**src/rtl/cgp_pkg.sv**
```systemverilog
// Shared types, constants and gate functions of the genome fitness evaluator.
package cgp_pkg;

  localparam int NODE_COUNT = 64;
  localparam int NODE_W     = $clog2(NODE_COUNT);
  localparam int MAX_INPUTS = 16;
  localparam int ROW_BITS   = 16;
  localparam int SRC_W      = 7;
  localparam int ICNT_W     = 5;
  localparam int GATE_W     = 4;
  localparam int HIT_W      = 17;
  localparam logic [HIT_W-1:0] HIT_MAX = {HIT_W{1'b1}};

  localparam logic KIND_NODE = 1'b0;
  localparam logic KIND_ROW  = 1'b1;

  localparam logic [0:0] CFG_INPUT_COUNT   = 1'd0;
  localparam logic [0:0] CFG_OUTPUT_SOURCE = 1'd1;

  typedef enum logic [GATE_W-1:0] {
    G_AND    = 4'd0,
    G_OR     = 4'd1,
    G_NAND   = 4'd2,
    G_NOR    = 4'd3,
    G_XOR    = 4'd4,
    G_XNOR   = 4'd5,
    G_A_NB   = 4'd6,
    G_A      = 4'd7,
    G_NA_B   = 4'd8,
    G_B      = 4'd9,
    G_NB     = 4'd10,
    G_A_OR_NB = 4'd11,
    G_NA     = 4'd12,
    G_B_OR_NA = 4'd13
  } gate_t;

  typedef struct packed {
    logic [SRC_W-1:0]  src_a;
    logic [SRC_W-1:0]  src_b;
    logic [GATE_W-1:0] gate;
  } gene_t;

  localparam int GENE_W = $bits(gene_t);

  function automatic logic gate_eval(logic a, logic b, logic [GATE_W-1:0] g);
    logic r;
    case (g)
      G_AND:     r = a & b;
      G_OR:      r = a | b;
      G_NAND:    r = ~(a & b);
      G_NOR:     r = ~(a | b);
      G_XOR:     r = a ^ b;
      G_XNOR:    r = ~(a ^ b);
      G_A_NB:    r = a & ~b;
      G_A:       r = a;
      G_NA_B:    r = ~a & b;
      G_B:       r = b;
      G_NB:      r = ~b;
      G_A_OR_NB: r = a | ~b;
      G_NA:      r = ~a;
      G_B_OR_NA: r = b | ~a;
      default:   r = 1'b0;
    endcase
    return r;
  endfunction

  // A source below the input count is a primary input; anything else is a node,
  // which reads 0 unless it lies below the limit and inside the genome.
  function automatic logic src_value(logic [SRC_W-1:0] src, logic [ICNT_W-1:0] icnt,
                                     logic [ROW_BITS-1:0] row,
                                     logic [NODE_COUNT-1:0] nv,
                                     logic [NODE_W:0] limit);
    logic [SRC_W-1:0] n;
    logic r;
    n = src - SRC_W'(icnt);
    if (src < SRC_W'(icnt)) begin
      if (int'(src) >= ROW_BITS || int'(src) >= MAX_INPUTS) r = 1'b0;
      else r = row[src[$clog2(ROW_BITS)-1:0]];
    end else if (int'(n) >= int'(limit) || int'(n) >= NODE_COUNT) begin
      r = 1'b0;
    end else begin
      r = nv[NODE_W'(n)];
    end
    return r;
  endfunction

endpackage

```
**src/rtl/cgp_genome_mem.sv**
```systemverilog
// Genome node store: single-port-per-side RAM with per-entry valid bits.
module cgp_genome_mem (
  input  logic                         clk,
  input  logic                         rst,
  input  logic                         wr_en,
  input  logic [cgp_pkg::NODE_W-1:0]   wr_addr,
  input  cgp_pkg::gene_t               wr_data,
  input  logic                         rd_en,
  input  logic [cgp_pkg::NODE_W-1:0]   rd_addr,
  output cgp_pkg::gene_t               rd_data
);
  import cgp_pkg::*;

  gene_t                 mem [NODE_COUNT];
  logic [NODE_COUNT-1:0] valid;
  gene_t                 rd_q;
  logic                  rd_ok;

  always_ff @(posedge clk) begin
    if (wr_en) begin
      mem[wr_addr] <= wr_data;
    end
    if (rd_en) begin
      rd_q <= mem[rd_addr];
    end
  end

  // Entries never written read as zero, matching the cleared genome after reset.
  always_ff @(posedge clk) begin
    if (rst) begin
      valid <= '0;
      rd_ok <= 1'b0;
    end else begin
      if (wr_en) begin
        valid[wr_addr] <= 1'b1;
      end
      if (rd_en) begin
        rd_ok <= valid[rd_addr];
      end
    end
  end

  assign rd_data = rd_ok ? rd_q : '0;

endmodule

```
**src/rtl/cgp_logic_genome_fitness_top.sv**
```systemverilog
// Top level of the genome fitness evaluator: control sequencer, node values and hit count.
//
//  Channel | Direction | Handshake            | Payload
//  --------+-----------+----------------------+---------------------------------------------
//  in      | input     | in_valid / in_ready  | kind, node_index, source_a, source_b,
//          |           |                      | gate_code, row_inputs, expected_bit, last_row
//  out     | output    | out_valid / out_ready| row_match, hit_count, final_result
//  cfg     | input     | cfg_write            | cfg_index, cfg_data
//
// A node-write transaction gives no result. A row transaction reads the genome store one node
// per cycle and evaluates each node in the cycle after its read.
// The result sits in an output register, so the next transaction is taken while it waits;
// a finished row holds in the done state only while an older result is still unread.
// Reset is synchronous and clears the genome (through valid bits), node values and the count.
module cgp_logic_genome_fitness_top (
  input  logic                         clk,
  input  logic                         rst,
  input  logic                         in_valid,
  output logic                         in_ready,
  input  logic                         kind,
  input  logic [cgp_pkg::NODE_W-1:0]   node_index,
  input  logic [cgp_pkg::SRC_W-1:0]    source_a,
  input  logic [cgp_pkg::SRC_W-1:0]    source_b,
  input  logic [cgp_pkg::GATE_W-1:0]   gate_code,
  input  logic [cgp_pkg::ROW_BITS-1:0] row_inputs,
  input  logic                         expected_bit,
  input  logic                         last_row,
  output logic                         out_valid,
  input  logic                         out_ready,
  output logic                         row_match,
  output logic [cgp_pkg::HIT_W-1:0]    hit_count,
  output logic                         final_result,
  input  logic                         cfg_write,
  input  logic [0:0]                   cfg_index,
  input  logic [cgp_pkg::SRC_W-1:0]    cfg_data
);
  import cgp_pkg::*;

  typedef enum logic [1:0] {S_IDLE, S_EVAL, S_DONE} state_t;

  state_t                state;
  logic [ICNT_W-1:0]     input_count;
  logic [SRC_W-1:0]      output_source;
  logic [ROW_BITS-1:0]   row_q;
  logic                  expected_q;
  logic                  last_q;
  logic [NODE_W-1:0]     issue_idx;
  logic                  issuing;
  logic                  rd_vld;
  logic [NODE_W-1:0]     rd_idx;
  logic [NODE_COUNT-1:0] node_values;
  logic [HIT_W-1:0]      hits;

  logic                  in_acc;
  logic                  wr_en;
  logic                  rd_en;
  gene_t                 wr_gene;
  gene_t                 gene;
  logic                  node_bit;
  logic                  result;
  logic                  match;
  logic [HIT_W-1:0]      hits_next;
  logic                  load;

  assign in_ready = (state == S_IDLE);
  assign in_acc   = in_valid && in_ready;
  assign wr_en    = in_acc && (kind == KIND_NODE);
  assign rd_en    = (state == S_EVAL) && issuing;
  assign wr_gene  = '{src_a: source_a, src_b: source_b, gate: gate_code};

  cgp_genome_mem u_mem (
    .clk     (clk),
    .rst     (rst),
    .wr_en   (wr_en),
    .wr_addr (node_index),
    .wr_data (wr_gene),
    .rd_en   (rd_en),
    .rd_addr (issue_idx),
    .rd_data (gene)
  );

  // Node k only looks at nodes below k, all of which were written in earlier cycles.
  assign node_bit = gate_eval(
      src_value(gene.src_a, input_count, row_q, node_values, (NODE_W+1)'(rd_idx)),
      src_value(gene.src_b, input_count, row_q, node_values, (NODE_W+1)'(rd_idx)),
      gene.gate);

  assign result    = src_value(output_source, input_count, row_q, node_values,
                               (NODE_W+1)'(NODE_COUNT));
  assign match     = (result == expected_q);
  assign hits_next = (match && hits != HIT_MAX) ? hits + HIT_W'(1) : hits;
  assign load      = (state == S_DONE) && (!out_valid || out_ready);

  always_ff @(posedge clk) begin
    if (rst) begin
      state         <= S_IDLE;
      input_count   <= ICNT_W'(1);
      output_source <= '0;
      issuing       <= 1'b0;
      issue_idx     <= '0;
      rd_vld        <= 1'b0;
      node_values   <= '0;
      hits          <= '0;
      out_valid     <= 1'b0;
    end else begin
      if (cfg_write) begin
        unique case (cfg_index)
          CFG_INPUT_COUNT:   input_count   <= cfg_data[ICNT_W-1:0];
          CFG_OUTPUT_SOURCE: output_source <= cfg_data;
          default: ;
        endcase
      end

      if (load) begin
        out_valid <= 1'b1;
      end else if (out_valid && out_ready) begin
        out_valid <= 1'b0;
      end

      rd_vld <= rd_en;
      if (rd_en) begin
        rd_idx <= issue_idx;
        if (issue_idx == NODE_W'(NODE_COUNT - 1)) begin
          issuing <= 1'b0;
        end else begin
          issue_idx <= issue_idx + NODE_W'(1);
        end
      end

      if (rd_vld) begin
        node_values[rd_idx] <= node_bit;
      end

      unique case (state)
        S_IDLE: begin
          if (in_acc && kind == KIND_ROW) begin
            row_q      <= row_inputs;
            expected_q <= expected_bit;
            last_q     <= last_row;
            issue_idx  <= '0;
            issuing    <= 1'b1;
            state      <= S_EVAL;
          end
        end
        S_EVAL: begin
          if (rd_vld && rd_idx == NODE_W'(NODE_COUNT - 1)) begin
            state <= S_DONE;
          end
        end
        S_DONE: begin
          if (load) begin
            row_match    <= match;
            hit_count    <= hits_next;
            final_result <= last_q;
            hits         <= last_q ? '0 : hits_next;
            state        <= S_IDLE;
          end
        end
        default: state <= S_IDLE;
      endcase
    end
  end

  a_rd_in_eval: assert property (@(posedge clk) disable iff (rst)
    rd_vld |-> state == S_EVAL)
    else $error("node read returned outside evaluation");

  a_row_starts: assert property (@(posedge clk) disable iff (rst)
    in_acc && kind == KIND_ROW |=> issuing && issue_idx == '0)
    else $error("row transaction did not start at node zero");

  a_last_node_done: assert property (@(posedge clk) disable iff (rst)
    rd_vld && rd_idx == NODE_W'(NODE_COUNT - 1) |=> state == S_DONE)
    else $error("evaluation did not finish after the last node");

  a_last_clears: assert property (@(posedge clk) disable iff (rst)
    load && last_q |=> hits == '0)
    else $error("hit count not cleared after the last row");

  a_no_write_during_eval: assert property (@(posedge clk) disable iff (rst)
    rd_en |-> !wr_en)
    else $error("genome write overlaps evaluation");

endmodule
```
**config.mk**
```make
export PLATFORM = sky130hd
export DESIGN_NAME = cgp_logic_genome_fitness_top
export DESIGN_NICKNAME = d
export VERILOG_FILES = /design/src/rtl/cgp_pkg.sv /design/src/rtl/cgp_genome_mem.sv /design/src/rtl/cgp_logic_genome_fitness_top.sv
export SDC_FILE = /design/constraint.sdc
export NUM_CORES = 2
export LEC_CHECK = 0
export ABC_AREA = 1
export BUFFER_PORTS_ARGS = -buffer_cell sky130_fd_sc_hd__buf_2
export CAP_MARGIN = 20
export CORE_MARGIN = 3
export CORE_UTILIZATION = 45
export DETAILED_ROUTE_END_ITERATION = 8
export PLACE_DENSITY = 0.63
export RECOVER_POWER = 50
export SLEW_MARGIN = 20
export SYNTH_ARGS = -nofsm -noshare
export SYNTH_HDL_FRONTEND = slang
export SYNTH_HIERARCHICAL = 1
export SYNTH_SLANG_ARGS = --single-unit
```
**constraint.sdc**
```tcl
create_clock -name clk -period 6 [get_ports clk]
set_input_delay 0.3 -clock clk [delete_from_list [all_inputs] [get_ports clk]]
set_output_delay 0.3 -clock clk [all_outputs]
set_load 0.05 [all_outputs]
```
# Yosys cells after proc, flatten, opt, wreduce, memory -nomap -nowiden
# Memories as Yosys holds them, arrays and structs flattened. A register that Yosys moved wholly into a read port is not among the register bits.
# Index checks and enable logic that the tools add are counted.
dict set report word_totals {
  register_bits 212
  romBits 0
  mem_bits_rw 1152
  n_memories 1
  latch_bits 0
}
# memory words word_bits read_ports rd_clocked_by_memory_dff wr line_no
set memory_table {}
lappend memory_table {u_mem.mem 64 18 1 1 1 cgp_genome_mem.sv:14} ;# gene_t mem [NODE_COUNT];
dict set report op_classes {
  n_eq_ne 22
  n_addsub 5
  reduce_logical 24
  n_shift 0
  div 0
  n_bitwise 16
  n_mux 48
  mul 0
  n_lt_le_gt_ge 22
}
# operator count
set op_table {}
lappend op_table {{bitwise mux 64 bit} 1}
lappend op_table {{bitwise OR 64 bit} 1}
lappend op_table {{less-than comparator 6 x 7 -> 1 bit, second input constant} 6}
lappend op_table {{2-to-1 mux 17 bit} 2}
lappend op_table {{2-to-1 mux 1 bit} 26}
lappend op_table {{binary-select mux 1 bit (select 6 bit)} 4}
lappend op_table {{equality test 4 bit, second input constant} 6}
lappend op_table {{2-to-1 mux 6 bit} 4}
lappend op_table {{greater-or-equal comparator 7 x 5 -> 1 bit, second input constant} 3}
lappend op_table {{greater-or-equal comparator 7 bit, second input constant} 3}
lappend op_table {{less-than comparator 7 x 5 -> 1 bit} 3}
lappend op_table {{subtractor 7 x 5 -> 7 bit} 3}
lappend op_table {{2-to-1 mux 18 bit} 1}
lappend op_table {{adder 17 x 1 -> 17 bit, second input constant} 1}
lappend op_table {{!= test 17 bit, second input constant} 1}
lappend op_table {{equality test 4 x 3 -> 1 bit, second input constant} 4}
lappend op_table {{less-than comparator 4 x 5 -> 1 bit, second input constant} 3}
lappend op_table {{greater-or-equal comparator 7 x 6 -> 1 bit} 2}
lappend op_table {{case mux 1 bit (14 select lines)} 1}
lappend op_table {{binary-select mux 1 bit (select 4 bit)} 3}
lappend op_table {{demux 1 bit (select 6 bit)} 2}
lappend op_table {{equality test 6 bit, second input constant} 2}
lappend op_table {{greater-or-equal comparator 6 x 1 -> 1 bit, second input constant} 2}
lappend op_table {{logical AND 1 bit} 10}
lappend op_table {{21 further kinds} 43}

# Logic depth before layout (Yosys ltp)
dict set report depth {
  depth_word 10
  mapped_depth 32
  ltp_nobuf 30
}

# Cells and area by module
# The synthesis kept the hierarchy.
# mod instances area_per_inst_um2 seq_area_each_um2 cells_per_inst
set modules_own_cells {}
lappend modules_own_cells {cgp_genome_mem 1 49008.3 36434.9 4073}
lappend modules_own_cells {cgp_logic_genome_fitness_top 1 10715.3 3373.2 1615}

# Least setup slack after synthesis
# OpenSTA, ideal clock, no wires.
dict set report synth_path {
  path_type {reg-to-reg}
  from {register u_mem.rd_ok}
  to {register node_values[15]}
  setup_time_ns 0.109
  t_required_ns 5.891
  path_stages_with_launch 32
  path_slack_ns 1.309
  arrival_time_ns 4.582
  period_less_slack_ns 4.691
  cell_sequence {dfxtp_1 -> clkbuf_1 -> clkbuf_1 -> nand2_1 -> inv_1 -> inv_1 -> ha_1 -> inv_1 -> fa_1 -> nand3_1 -> nand2_1 -> or2_2 -> nand2_1 -> inv_1 -> ha_1 -> o21ai_0 -> nand2_1 -> a21oi_1 -> nand2_1 -> nand2_1 -> inv_1 -> ha_1 -> nand2_1 -> o21ai_0 -> xor2_1 -> a2111oi_0 -> nand2_2 -> nor2_8 -> buf_12 -> nand3_2 -> nand2_1 -> inv_1}
}
# element line_no
set synth_lines {}
lappend synth_lines {{start, declared} cgp_genome_mem.sv:17} ;# logic rd_ok;
lappend synth_lines {{start signal, assigned} cgp_genome_mem.sv:38} ;# rd_ok <= valid[rd_addr];
lappend synth_lines {{end signal, assigned by index} cgp_logic_genome_fitness_top.sv:131} ;# node_values[rd_idx] <= node_bit;
lappend synth_lines {{end, declared} cgp_logic_genome_fitness_top.sv:51} ;# logic [NODE_COUNT-1:0] node_values;

# Final worst setup path
dict set report layout_path {
  from {register issue_idx[0]}
  to {register issuing}
}
dict set report layout_via {
  elab_chain_len 5
}
# element line_no
set layout_rtl {}
lappend layout_rtl {{start, declared} cgp_logic_genome_fitness_top.sv:47} ;# logic [NODE_W-1:0] issue_idx;
lappend layout_rtl {{start signal, assigned} cgp_logic_genome_fitness_top.sv:126} ;# issue_idx <= issue_idx + NODE_W'(1);
lappend layout_rtl {{equality test 6 bit (*)} cgp_logic_genome_fitness_top.sv:123} ;# if (issue_idx == NODE_W'(NODE_COUNT - 1)) begin
lappend layout_rtl {{2-to-1 mux 1 bit (*)} cgp_logic_genome_fitness_top.sv:123}
lappend layout_rtl {{2-to-1 mux 1 bit (*)} cgp_logic_genome_fitness_top.sv:121} ;# if (rd_en) begin
lappend layout_rtl {{2-to-1 mux 1 bit} cgp_logic_genome_fitness_top.sv:136} ;# if (in_acc && kind == KIND_ROW) begin
lappend layout_rtl {{2-to-1 mux 1 bit (*)} cgp_logic_genome_fitness_top.sv:134} ;# unique case (state)
lappend layout_rtl {{end signal, assigned} cgp_logic_genome_fitness_top.sv:99} ;# issuing <= 1'b0;
lappend layout_rtl {{end signal, assigned} cgp_logic_genome_fitness_top.sv:124} ;# issuing <= 1'b0;
lappend layout_rtl {{end signal, assigned} cgp_logic_genome_fitness_top.sv:141} ;# issuing <= 1'b1;
lappend layout_rtl {{end, declared} cgp_logic_genome_fitness_top.sv:48} ;# logic issuing;
# Every way passes the cells marked *; elsewhere a longest branch is shown, timed or not.
# A chain may end at the register's enable or synchronous reset.

==> results <==
- Subtracting the final worst setup slack from the clock period gives 5.43 ns.
- After clock tree synthesis, the clock-pin slew on the worst setup and hold paths is 0.06 ns.
- The cell count after synthesis came out at 5,688.
- The root buffer selected by CTS is sky130_fd_sc_hd__clkbuf_16.
- The post-route clock skew is 0.0276 ns.
- The post-layout net count is 5,814.
- The number of vias per cell is 5.60.
- Setup repair after global routing left no endpoint under its margin.
- The number of max-cap violations is 26.
- Setup total negative slack on the finished layout was measured at 0 ns.
- The effective utilization at floorplan is 45.4%.
- The worst register-to-register path has a depth of 7.
- Along the worst path, the maximum fanout reaches 66.
- The hold violation total from the final report is 0.
- The core region area is 132,000 um^2.
- In this run the tightest slew margin relative to its limit is -164%.
- During synthesis, Yosys emitted a total of 6 warnings.
- In this run the static leakage power is 23.6 nW.
- The element type at the critical path start is a flip-flop.
- The portion of the clock cycle consumed by the worst path in the final layout is 90.5%.
- The total standard cell area after synthesis is 59,700 um^2.
- The worst reg2reg path endpoint is issuing.
- The finished cells cover 66,700 um^2.
- The number of DRC violations after detailed routing is 0.
- The flow ran to the end, but the final reports show violations.
- The placed cell area is 61,700 um^2.
- In this run the worst setup path begins at issue_idx[0].
- The critical path capture point is issuing.
- The pre-antenna-repair detailed-routing pass consisted of 6 iterations.
- Detailed routing placed a total of 75.8 mm of wire on met2.
- The global-route wire length before repair is 247 mm.
- The die area is 137,000 um^2.
- In the synthesized netlist the async set-or-reset flop fraction comes to 0%.
- Dividing total power by cell area gives a power density of 308 nW/um^2.
- At the end of routability-driven placement, the weighted congestion stood at 0.874.
- The routed length on met3 is 12.9 mm.
- The type of the worst setup path is reg2reg.
- The number of I/O port buffers is 76.
- The later-pin clock latency in the skew report is 0.78 ns.
- The final count of negative-setup-slack endpoints is 0.
- The number of buffers between clock root and the deepest sink is 3.
- The vertical die dimension is 370 um.
- IR analysis of the VDD net gives a maximum drop of 0.000237 V.
- After detailed routing, the wire length on met1 is 69.0 mm.
- The final reports fail on max-capacitance violations, max-slew violations.
- At the pin with the least slew margin, the transition time is 3.96 ns.
- Detailed routing inserted a total of 42,564 vias.
- The reg-to-reg critical path startpoint is issue_idx[0].
- For this run, the top clock speed supported by timing is 0.184 GHz.
- Row generation in the floorplan step produced 133 rows.
- The CTS tree is yes.
- The final HPWL from detailed placement is 90.7 mm.
- In this run the number of H-tree levels came out at 4.
- Global routing used 23.5% of the available tracks across all layers.
- The maximum number of pins on one net before global-route repair is 251.
- Data on the critical path arrives at its endpoint at 5.90 ns.
- Relative to the synthesized area, the layout overhead comes to 11.6%.
- The final-report max-slew violation count is 1,580.
- The horizontal die dimension is 370 um.
- At the worst endpoint, the required time is 6.47 ns.
- The post-synthesis sequential area ratio is 66.7%.
- The remaining global-route overflow is 0.
- Counting the buffers created by CTS gives 144.
- The average instance in the mapped netlist occupies 10.5 um^2.
- The synthesized design contains 1,382 register bits.
- STA classifies the critical path endpoint as a flip-flop.
- Of the cells placed in the final design, the portion with a size suffix greater than 1 is 8.59%.
- In the synthesized netlist the dominant register cell turns out to be sky130_fd_sc_hd__edfxtp_1.
- After the first detailed-routing iteration, the DRC count stood at 4,462.
- The post-route antenna net violation count is 0.
- The initial antenna violation count is 7.
- When the netlist entered floorplanning its net count stood at 5,781.
- Setup slack on the worst reg-to-reg path comes out at 0.57 ns.
- The number of distinct library cells after synthesis is 49.
- The number of global-route vias before repair came to 40,163.
- The TritonCTS sink count is 1,382.
- After detailed routing, the total wire length is 163 mm.
- The routed length per placed instance is 21.5 um.
- The min-delay analysis places its worst path in the category in2reg.
- The top-level port count is 77.
- The highest metal layer with signal wires is met5.
- The number of enable-type register cells in the synthesized netlist is 1,213.
final cells by class:
| cell class | count | area (um^2) |
|---|---|---|
| clock inverter | 59 | 576 |
| multi-input combinational | 3685 | 17300 |
| sequential | 1382 | 39800 |
| tap | 1755 | 2200 |
| inverter | 287 | 1110 |
| clock buffer | 209 | 4160 |
| fill | 11568 | 65000 |
| timing repair buffer | 221 | 1510 |
| antenna | 3 | 7.51 |
flip-flops by register name, indices dropped and copies added, names as in the netlist:
register / cells
hit_count: 17
rd_idx: 6
final_result: 1
last_q: 1
rd_vld: 1
row_q: 16
issuing: 1
output_source: 7
hits: 17
row_match: 1
expected_q: 1
state: 2
u_mem/rd_ok: 1
u_mem/valid: 64
node_values: 64
out_valid: 1
u_mem/rd_q: 18
issue_idx: 6
u_mem/mem: 1152
input_count: 5
critical path: stages, from the launching register on:
cell                       delay [ns]
sky130_fd_sc_hd__dfxtp_1         1.48
sky130_fd_sc_hd__clkbuf_1        2.12
sky130_fd_sc_hd__ha_1            0.47
sky130_fd_sc_hd__nand3_1         0.13
sky130_fd_sc_hd__nor3_1          0.38
sky130_fd_sc_hd__inv_1           0.24
sky130_fd_sc_hd__o21ai_0         0.20
sky130_fd_sc_hd__a21oi_1         0.08
cell families (layout without fill, tap and decap cells):
group           after synthesis  in the layout  synth area share, %
flops                      1382           1382                 66.7
xor+xnor                     23             23                0.457
buf+inv                     621            776                 4.69
simple gates               2514           2514                 17.4
other cells                   0              3                    0
compound gates             1111           1111                 9.98
fa+ha+maj                    37             37                0.813
synth_stat cells, types with 34 or more instances:
library cell	instances	area (um^2)
sky130_fd_sc_hd__ha_1	34	425
sky130_fd_sc_hd__nand2_1	1034	3880
sky130_fd_sc_hd__clkbuf_1	178	668
sky130_fd_sc_hd__nor2_1	1043	3920
sky130_fd_sc_hd__buf_2	95	475
sky130_fd_sc_hd__o21ai_0	671	3360
sky130_fd_sc_hd__nand3_2	63	631
sky130_fd_sc_hd__o22ai_1	288	1800
sky130_fd_sc_hd__a21oi_1	120	601
sky130_fd_sc_hd__inv_1	275	1030
sky130_fd_sc_hd__dfxtp_1	169	3380
sky130_fd_sc_hd__nand3_1	302	1510
sky130_fd_sc_hd__edfxtp_1	1213	36400
power by group:
part / internal, W / switching, W
Sequential: 0.0105 / 0.0000194
Combinational: 0.000309 / 0.000852
Clock: 0.00515 / 0.00372
placed cells by master, fill, tap and decap left out, types with 7 or more instances in the layout:
| cell type | count |
|---|---|
| sky130_fd_sc_hd__a21oi_1 | 120 |
| sky130_fd_sc_hd__o21ai_1 | 18 |
| sky130_fd_sc_hd__dfxtp_1 | 167 |
| sky130_fd_sc_hd__nor2_4 | 9 |
| sky130_fd_sc_hd__clkbuf_16 | 152 |
| sky130_fd_sc_hd__bufinv_16 | 7 |
| sky130_fd_sc_hd__o22ai_1 | 288 |
| sky130_fd_sc_hd__nand3_1 | 302 |
| sky130_fd_sc_hd__nor2_2 | 44 |
| sky130_fd_sc_hd__buf_2 | 51 |
| sky130_fd_sc_hd__buf_4 | 81 |
| sky130_fd_sc_hd__inv_2 | 7 |
| sky130_fd_sc_hd__clkbuf_8 | 14 |
| sky130_fd_sc_hd__nand2_1 | 1034 |
| sky130_fd_sc_hd__nand3_2 | 63 |
| sky130_fd_sc_hd__clkinv_1 | 17 |
| sky130_fd_sc_hd__ha_1 | 33 |
| sky130_fd_sc_hd__nor2_1 | 991 |
| sky130_fd_sc_hd__xor2_1 | 15 |
| sky130_fd_sc_hd__clkbuf_1 | 92 |
| sky130_fd_sc_hd__edfxtp_1 | 1213 |
| sky130_fd_sc_hd__o211ai_1 | 7 |
| sky130_fd_sc_hd__nor3_1 | 33 |
| sky130_fd_sc_hd__inv_1 | 272 |
| sky130_fd_sc_hd__nand4_1 | 10 |
| sky130_fd_sc_hd__dlygate4sd3_1 | 32 |
| sky130_fd_sc_hd__o21ai_0 | 671 |
| sky130_fd_sc_hd__clkinv_2 | 21 |
stage by stage:
step / hold slack (ns) / power, W / worst slack [ns] / instances / util, %
after detailed placement: 0.458 / 0.0118 / 0.357 / 7297 / 46.9
after CTS: 0.0113 / 0.0207 / 0.281 / 7597 / 50.7
after floorplan: 0.399 / 0.0114 / 1.31 / 5688 / -
after global routing: 0.0865 / 0.0212 / 0.0696 / 7598 / 50.6
after global placement: 0.449 / 0.0118 / 0.591 / 7296 / 46.9
final: 0.0868 / 0.0206 / 0.568 / 7601 / 50.7
repair_timing:
action	CTS	global route
setup buffers	0	0
gates resized for setup	0	3
endpoints found under the setup margin	0	52
hold buffers	32	0
endpoints found under the hold margin	51	0
routing by layer:
metal | track usage (%) | vias to the layer above
met5 | 0 | -
met4 | 8.47 | 6
met3 | 4.40 | 311
met2 | 37.5 | 1650
met1 | 32.2 | 20763
li1 | - | 19834
worst min-delay path by stage:
stage,cells past startpoint,from,to,slack (ns)
after floorplan,0,expected_bit,expected_q,0.40
after global placement,2,u_mem/valid[51],u_mem/valid[51],0.45
after detailed placement,2,u_mem/valid[45],u_mem/valid[45],0.46
after CTS,5,cfg_write,input_count[4],0.01
after global routing,5,cfg_write,input_count[2],0.09
final,5,cfg_write,input_count[4],0.09
Power figures use the tool's default switching activity.
